$ cat src/sv/rtp_pkg.sv
// Package: types, widths and codes of the RFID tag pass detector
`timescale 1ns / 1ps
package rtp_pkg;

   localparam int TAG_ENTRIES_DEF = 32;

   localparam int ID_HI_W    = 32;
   localparam int ID_LO_W    = 64;
   localparam int KEY_W      = ID_HI_W + ID_LO_W;
   localparam int LEVEL_W    = 16;
   localparam int STAMP_W    = 48;
   localparam int WINDOW_W   = 24;
   localparam int SPLIT_W    = 16;
   localparam int SPLIT_MS_W = 26;
   localparam int CSR_DATA_W = 24;

   localparam logic [9:0]            MS_PER_S       = 10'd1000;
   localparam logic [WINDOW_W-1:0]   WINDOW_RESET   = 24'd2000;
   localparam logic [SPLIT_MS_W-1:0] SPLIT_MS_RESET = 26'd10000;

   typedef enum logic {
      OP_READ = 1'b0,
      OP_TICK = 1'b1
   } opcode_type;

   typedef enum logic [1:0] {
      EV_MOVING_AWAY = 2'd0,
      EV_MISSING     = 2'd1,
      EV_TABLE_FULL  = 2'd2
   } event_kind_type;

   typedef enum logic {
      CSR_MISSING_WINDOW = 1'b0,
      CSR_SPLIT_TIME     = 1'b1
   } csr_index_type;

   typedef enum logic [1:0] {
      ST_IDLE,
      ST_SCAN,
      ST_DECIDE,
      ST_FLUSH
   } ctrl_state_type;

   typedef struct packed {
      logic accept;
      logic scan_en;
      logic decide;
      logic flush;
   } ctrl_cmd_type;

   typedef struct packed {
      logic is_tick;
      logic scan_done;
      logic pend_valid;
      logic out_free;
   } ctrl_stat_type;

endpackage

$ cat src/sv/rtp_ctrl.sv
// Controller: sequences accept, table scan, read decision and result flush
`timescale 1ns / 1ps
module rtp_ctrl (
   input  logic                  clock,
   input  logic                  reset,
   input  logic                  req_valid,
   output logic                  req_ready,
   output rtp_pkg::ctrl_cmd_type cmd,
   input  rtp_pkg::ctrl_stat_type stat
);
   import rtp_pkg::*;

   ctrl_state_type state_ff;
   ctrl_state_type state_in;

   always_ff @(posedge clock) begin
      if (reset) begin
         state_ff <= ST_IDLE;
      end else begin
         state_ff <= state_in;
      end
   end

   always_comb begin
      state_in  = state_ff;
      req_ready = 1'b0;
      cmd       = '0;
      unique case (state_ff)
         ST_IDLE: begin
            req_ready = 1'b1;
            if (req_valid) begin
               cmd.accept = 1'b1;
               state_in   = ST_SCAN;
            end
         end
         ST_SCAN: begin
            cmd.scan_en = 1'b1;
            if (stat.scan_done) begin
               state_in = stat.is_tick ? ST_FLUSH : ST_DECIDE;
            end
         end
         ST_DECIDE: begin
            cmd.decide = 1'b1;
            state_in   = ST_FLUSH;
         end
         ST_FLUSH: begin
            cmd.flush = 1'b1;
            if (!stat.pend_valid || stat.out_free) begin
               state_in = ST_IDLE;
            end
         end
         default: begin
            state_in = ST_IDLE;
         end
      endcase
   end

endmodule

$ cat config.mk
export PLATFORM = sky130hd
export DESIGN_NAME = rtp_ctrl
export DESIGN_NICKNAME = d
export VERILOG_FILES = /design/src/sv/rtp_pkg.sv /design/src/sv/rtp_ctrl.sv
export SDC_FILE = /design/constraint.sdc
export NUM_CORES = 1
export LEC_CHECK = 0
export ABC_AREA = 0
export CORE_AREA = 2 2 39 41
export CTS_BUF_LIST = sky130_fd_sc_hd__clkbuf_8
export DETAILED_ROUTE_END_ITERATION = 8
export DIE_AREA = 0 0 41 43
export DONT_BUFFER_PORTS = 1
export MAX_ROUTING_LAYER = met4
export PLACE_DENSITY = 0.3
export SLEW_MARGIN = 10
export SYNTH_ARGS = -nofsm -noshare
export SYNTH_HDL_FRONTEND = slang
export SYNTH_SLANG_ARGS = --single-unit
$ cat constraint.sdc
create_clock -name clock -period 1.3 [get_ports clock]
set_input_delay 0.26 -clock clock [delete_from_list [all_inputs] [get_ports clock]]
set_output_delay 0.26 -clock clock [all_outputs]
set_load 0.005 [all_outputs]
==> impl_metrics.csv, run 1 <==
group,metric,value,unit
status,run_status,"finished clean",
floorplan,die_w,41,um
logic_synthesis,synth_warnings,0,
worst_setup_path,worst_ep_arrival_time,1.37,ns
route,maxUsedRoutingLayer,"met3",
grt,grt_max_degree,4,
cells_and_area,diodes,0,
cells_and_area,seqCellArea,42.5,um2
logic_synthesis,syn_nets,34,
logic_synthesis,ys_seq_elements,2,
worst_setup_path,setup.worst_path.class,"flop to flop",
logic_synthesis,syn-cell-area,201,um2
grt,first_global_vias,215,
logic_synthesis,synthAdderAreaFrac,24.8,%
clock_network,cts.sinks,2,
route,ant_nets,0,
cells_and_area,largest_reg_flops,2,
floorplan,core,1380,um2
floorplan,initial_utilization,14.6,%
logic_synthesis,synth_top_area_share,24.8,%
worst_setup_path,critPathMaxFanout,3,
route,firstDrtPassIters,4,
logic_synthesis,synth_flop_cell,"dfxtp_1",
power_and_ir_drop,power_density,2580,nW/um2
grt,grt_pass1_wl,759,um
clock_network,cts_buffers,3,
route,drt_iter0_drc,6,
logic_synthesis,synth_compound_area_share,16.1,%
route,routed-wl-met3,74,um
timing,hold_viol_final,0,
grt,grt_use_total,6.46,%
clock_network,cts_root_buffer,"clkbuf_8",
hold_path,min-delay-path-class,"input port to flop",
floorplan,io_pins,12,
timing,worst_slew_pin_slew,0.211,ns
worst_setup_path,required,1.38,ns
place,gp_congestion,0.747,
clock_network,h-tree-depth,1,
cells_and_area,area_delta_synth_final,82.6,%
route,route.layer.met1.wl,244,um
cells_and_area,final_util,26.6,%
worst_setup_path,critical_path.slowest_cell,"dfxtp_2",
place,dp_hpwl,448,um
cells_and_area,multi_input_area,178,um2
worst_setup_path,critical_path.cell_chain,"inv_2 > ha_4 > buf_6 > and2b_1 > o31ai_1 > a21oi_1",
clock_network,clk_pin_slew,0.03,ns
logic_synthesis,synth_area_leaders,"ha_1 25%, dfxtp_1 20%, and2b_1 7.5%",
cells_and_area,fill_cells,153,
grt,antenna_found_initial,0,
route,routedWlPerCell,10.2,um
route,via_per_inst,4.37,
worst_setup_path,start_kind,"flop",
power_and_ir_drop,p_leak,0.166,nW
floorplan,die_h,43,um
timing,finalCritPeriodShare,99.2,%
logic_synthesis,synth_top_family_by_area,"simple AND/OR/NAND/NOR gates",
timing,period_needed,1.29,ns
cells_and_area,stdcell_area,368,um2
cells_and_area,reg_top3,"state_ff x2",
cells_and_area,regMostFlops,"state_ff",
timing,final-setup-viol-count,0,
timing,max_freq,0.776,GHz
worst_setup_path,max_stage_delay,0.33,ns
job,maxCapViolCount,0,
logic_synthesis,synthSimpleGateAreaFrac,35.4,%
route,drc_errors,0,
worst_setup_path,endpoint_kind,"flop",
timing,slew_viol_final,0,
route,dr_total_vias,227,
logic_synthesis,seq_area_frac_synth,19.9,%
route,routed_wl,532,um
logic_synthesis,synth_edf_count,0,
logic_synthesis,muxShareOfSynthArea,0,%
route,dr_wl_met2,213,um
floorplan,rows,14,
logic_synthesis,synth_top_area_cell,"ha_1",
timing,maxSlewHeadroom,85.8,%
logic_synthesis,async_flop_share,0,%
power_and_ir_drop,peakVddDrop,529,uV
place,io_buffers,0,
place,placedInstanceArea,274,um2
logic_synthesis,synth_xor_area_share,0,%
cells_and_area,num-nets-final,49,
clock_network,clk_path_buf_depth,2,
logic_synthesis,synth_cell_types,16,
timing,finalClockSkew,0.000897,ns
cells_and_area,drive_gt1_share,63.9,%
floorplan,die-area,1760,um2
clock_network,cts_tree,"built",
timing,grt_setup_unrepaired,"true",
logic_synthesis,syn_inst,23,
logic_synthesis,avgSynthCellArea,8.76,um2
clock_network,clock_latency,0.20,ns
grt,globalRouteOverflowTotal,0,
==> final cells by class <==
cell class	count	share of cell area (%)
multi-input combinational	19	48.3
timing repair buffer	10	21.4
sequential	2	11.6
clock buffer	3	11.2
tap	16	5.44
inverter	2	2.04
==> synth_stat cells, drive strengths merged (2+ instances only) <==
master and count:
inv 2, a21oi 2, ha 4, dfxtp 2, and2b 2
==> power by group <==
group	switching, mW	internal [mW]
clock network	0.0397	0.195
logic	0.238	0.350
registers	0.0261	0.0983
total	0.304	0.643
==> cell usage in the layout, fill, tap and decap left out, types with 2 or more instances in the layout <==
cell	instances
clkbuf_8	3
and2b_1	2
dfxtp_2	2
buf_4	9
ha_2	2
a21oi_1	2
inv_2	2
==> final timing paths <==
path	from	to	slack [ns]	depth (start not counted)
max	state_ff[0]$_SDFFE_PP0P_	state_ff[1]$_SDFFE_PP0P_	0.01	6
min	reset	state_ff[1]$_SDFFE_PP0P_	0.12	1
max reg2reg	state_ff[0]$_SDFFE_PP0P_	state_ff[1]$_SDFFE_PP0P_	0.01	6
min reg2reg	state_ff[1]$_SDFFE_PP0P_	state_ff[1]$_SDFFE_PP0P_	0.63	3
==> per-stage QoR <==
stage,std cells,setup TNS [ns],worst slack [ns],hold slack (ns),power (mW)
final,52,0,0.0108,0.122,0.947
after global routing,52,-0.0614,-0.0412,0.124,1.02
after CTS,52,0,0.00359,0.119,0.903
after detailed placement,46,-0.00310,-0.00310,0.341,0.550
after global placement,46,-0.0282,-0.0282,0.343,0.556
after floorplan,23,0,0.0147,0.329,0.347
==> worst max-delay path: cells and delay by family, from the launching register on <==
family                     cells  cell delay, ns
AOI/OAI and AO/OA              2            0.34
adders and majority gates      1            0.15
buffers and inverters          2            0.16
DFF                            1            0.33
and+or+nand+nor                1            0.17
==> kinds of logic after synthesis <==
kind of cell,Yosys count
and+or+nand+nor,10
buffers and inverters,2
DFF,2
AOI/OAI and AO/OA,5
adders and majority gates,4
==> repair_timing <==
action | CTS | global route
pin swaps | 4 | 3
gates cloned | 0 | 0
setup endpoints to repair | 4 | 4
resized for setup | 8 | 3
hold buffers | 0 | 0
hold endpoints to repair | 0 | 0
setup buffers | 3 | 0
==> metal layers <==
metal / global-route usage [%] / up-vias
li1: - / 111
met1: 8.28 / 105
met2: 7.81 / 11
met3: 4.71 / 0
met4: 2.00 / 0
met5: - / -
Note: power is estimated with default switching activity, not from simulation.
==> inputs of run 2 (changes only) <==
Settings changed: CAP_MARGIN set to 20, CELL_PAD_IN_SITES_DETAIL_PLACEMENT set to 0, CELL_PAD_IN_SITES_GLOBAL_PLACEMENT set to 1, PLACE_DENSITY 0.3 to 0.38.
==> impl_metrics.csv, run 2 (synthesis gave the netlist of run 1 again) <==
group,metric,value,unit
status,run_status,"finished clean",
grt,grt_max_degree,4,
power_and_ir_drop,p_comb_share,61.3,%
cells_and_area,reg_top3,"state_ff x2",
clock_network,cts_root_buffer,"clkbuf_8",
timing,maxSlewHeadroom,87.0,%
route,route.layer.met1.wl,233,um
power_and_ir_drop,p_leak,0.162,nW
grt,grt_use_total,8.42,%
hold_path,hp-start,"reset",
floorplan,die-area,1760,um2
hold_path,min-delay-path-class,"input port to flop",
worst_setup_path,endpoint_kind,"output port",
timing,final-setup-viol-count,0,
place,pre_cts_ws,-0.00217,ns
route,ant_nets,0,
cells_and_area,largest_reg_flops,2,
grt,globalRouteOverflowTotal,0,
power_and_ir_drop,swShare,33.0,%
timing,setup_ws,0.0485,ns
grt,first_global_vias,251,
worst_setup_path,rr_worst_depth,5,
cells_and_area,drive_gt1_share,61.1,%
job,maxCapViolCount,0,
clock_network,clk_path_buf_depth,2,
floorplan,io_pins,12,
power_and_ir_drop,peakVddDrop,613,uV
timing,period_needed,1.25,ns
place,gp_congestion,0.808,
route,routed_wl,581,um
timing,hold_viol_final,0,
timing,hold_slack,0.110,ns
timing,max_freq,0.799,GHz
hold_path,hold_end,"state_ff[1]$_SDFFE_PP0P_",
route,dr_wl_met2,298,um
clock_network,hold_buffers,0,
worst_setup_path,worst_ep_arrival_time,0.99,ns
place,io_buffers,0,
grt,grt_pass1_wl,924,um
power_and_ir_drop,power_density,2610,nW/um2
clock_network,cts.sinks,2,
floorplan,die_h,43,um
timing,finalClockSkew,0.00286,ns
route,via_per_inst,4.21,
floorplan,rows,14,
floorplan,initial_utilization,14.6,%
worst_setup_path,setup.worst_path.class,"flop to output port",
timing,worst_slew_pin_slew,0.194,ns
cells_and_area,final_common_cell,"buf_4",
clock_network,clock_latency,0.21,ns
hold_path,hold_path_depth,1,
cells_and_area,diodes,0,
worst_setup_path,r2r-start,"state_ff[0]$_SDFFE_PP0P_",
power_and_ir_drop,power_switching,0.312,mW
worst_setup_path,start_kind,"flop",
clock_network,h-tree-depth,1,
route,routed-wl-met3,49,um
power_and_ir_drop,sequentialPowerShare,13.2,%
route,maxUsedRoutingLayer,"met3",
route,dr_total_vias,219,
timing,slew_viol_final,0,
floorplan,die_w,41,um
cells_and_area,num-nets-final,49,
route,drc_errors,0,
clock_network,cts_tree,"built",
floorplan,core,1380,um2
route,drt_iter0_drc,2,
worst_setup_path,required,1.04,ns
grt,antenna_found_initial,0,
route,firstDrtPassIters,3,
cells_and_area,final_cell_mix,"10 x buf_4, 3 x clkbuf_8",
route,routedWlPerCell,11.2,um
clock_network,cts_buffers,3,
timing,grt_setup_unrepaired,"false",
clock_network,clk_pin_slew,0.03,ns
power_and_ir_drop,clkPwrFrac,25.5,%
cells_and_area,regMostFlops,"state_ff",
worst_setup_path,rrSetupSlack,0.05,ns
power_and_ir_drop,internal-power,0.632,mW
cells_and_area,area_delta_synth_final,79.5,%
worst_setup_path,r2r-end,"state_ff[0]$_SDFFE_PP0P_",
worst_setup_path,critPathMaxFanout,3,
timing,finalCritPeriodShare,96.3,%
## run 2: worst max-delay path, cell delays in order (launching register included)
cell and delay [ns]:
dfxtp_2 0.32, buf_4 0.14, ha_2 0.19, buf_4 0.13
## run 2: worst max-delay path by stage
| stage | startpoint | to | slack (ns) | depth (start not counted) |
|---|---|---|---|---|
| after floorplan | state_ff[0]$_SDFFE_PP0P_ | state_ff[1]$_SDFFE_PP0P_ | 0.01 | 5 |
| after global routing | state_ff[0]$_SDFFE_PP0P_ | state_ff[0]$_SDFFE_PP0P_ | 0.01 | 5 |
| after global placement | state_ff[1]$_SDFFE_PP0P_ | state_ff[1]$_SDFFE_PP0P_ | -0.06 | 5 |
| after detailed placement | state_ff[0]$_SDFFE_PP0P_ | state_ff[1]$_SDFFE_PP0P_ | -0.002 | 5 |
| final | state_ff[0]$_SDFFE_PP0P_ | cmd[0] | 0.05 | 3 |
| after CTS | state_ff[0]$_SDFFE_PP0P_ | cmd[0] | 0.005 | 3 |
## run 2: per-stage QoR
stage / power (mW) / util (%) / instance area [um2] / instances / setup TNS [ns]
after detailed placement: 0.593 / 20.9 / 289 / 48 / -0.00217
after CTS: 0.938 / 25.9 / 359 / 52 / 0
after global routing: 1.03 / 26.1 / 362 / 52 / 0
final: 0.944 / 26.1 / 362 / 52 / 0
after floorplan: 0.347 / - / 201 / 23 / 0
after global placement: 0.607 / 20.9 / 289 / 48 / -0.0576
## run 2: repair_timing
item	4_1_cts	5_1_grt
cloned	0	0
endpoints found under the setup margin	3	5
pin swaps	1	1
setup buffers	1	1
gates resized for setup	8	1
## run 2: final cells by class
| class | instances | area (um2) |
|---|---|---|
| flip-flops and latches | 2 | 42.5 |
| fillers | 153 | 1020 |
| inverters | 2 | 7.51 |
| repair buffers | 10 | 75.1 |
| clock buffers | 3 | 41.3 |
| well taps | 16 | 20.0 |
| multi-input cells | 19 | 175 |
## run 2: power groups by stage
stage	registers, mW	clock network (mW)	logic [mW]
floorplan	0.121	0	0.226
global placement	0.117	0	0.490
detailed placement	0.118	0	0.476
CTS	0.125	0.249	0.563
global route	0.130	0.264	0.634
finish	0.125	0.241	0.578
## run 2: routing by layer
metal	GRT usage, %	vias to the layer above
li1	-	110
met3	3.66	0
met4	6.00	0
met1	8.63	100
met5	-	-
met2	12.2	9
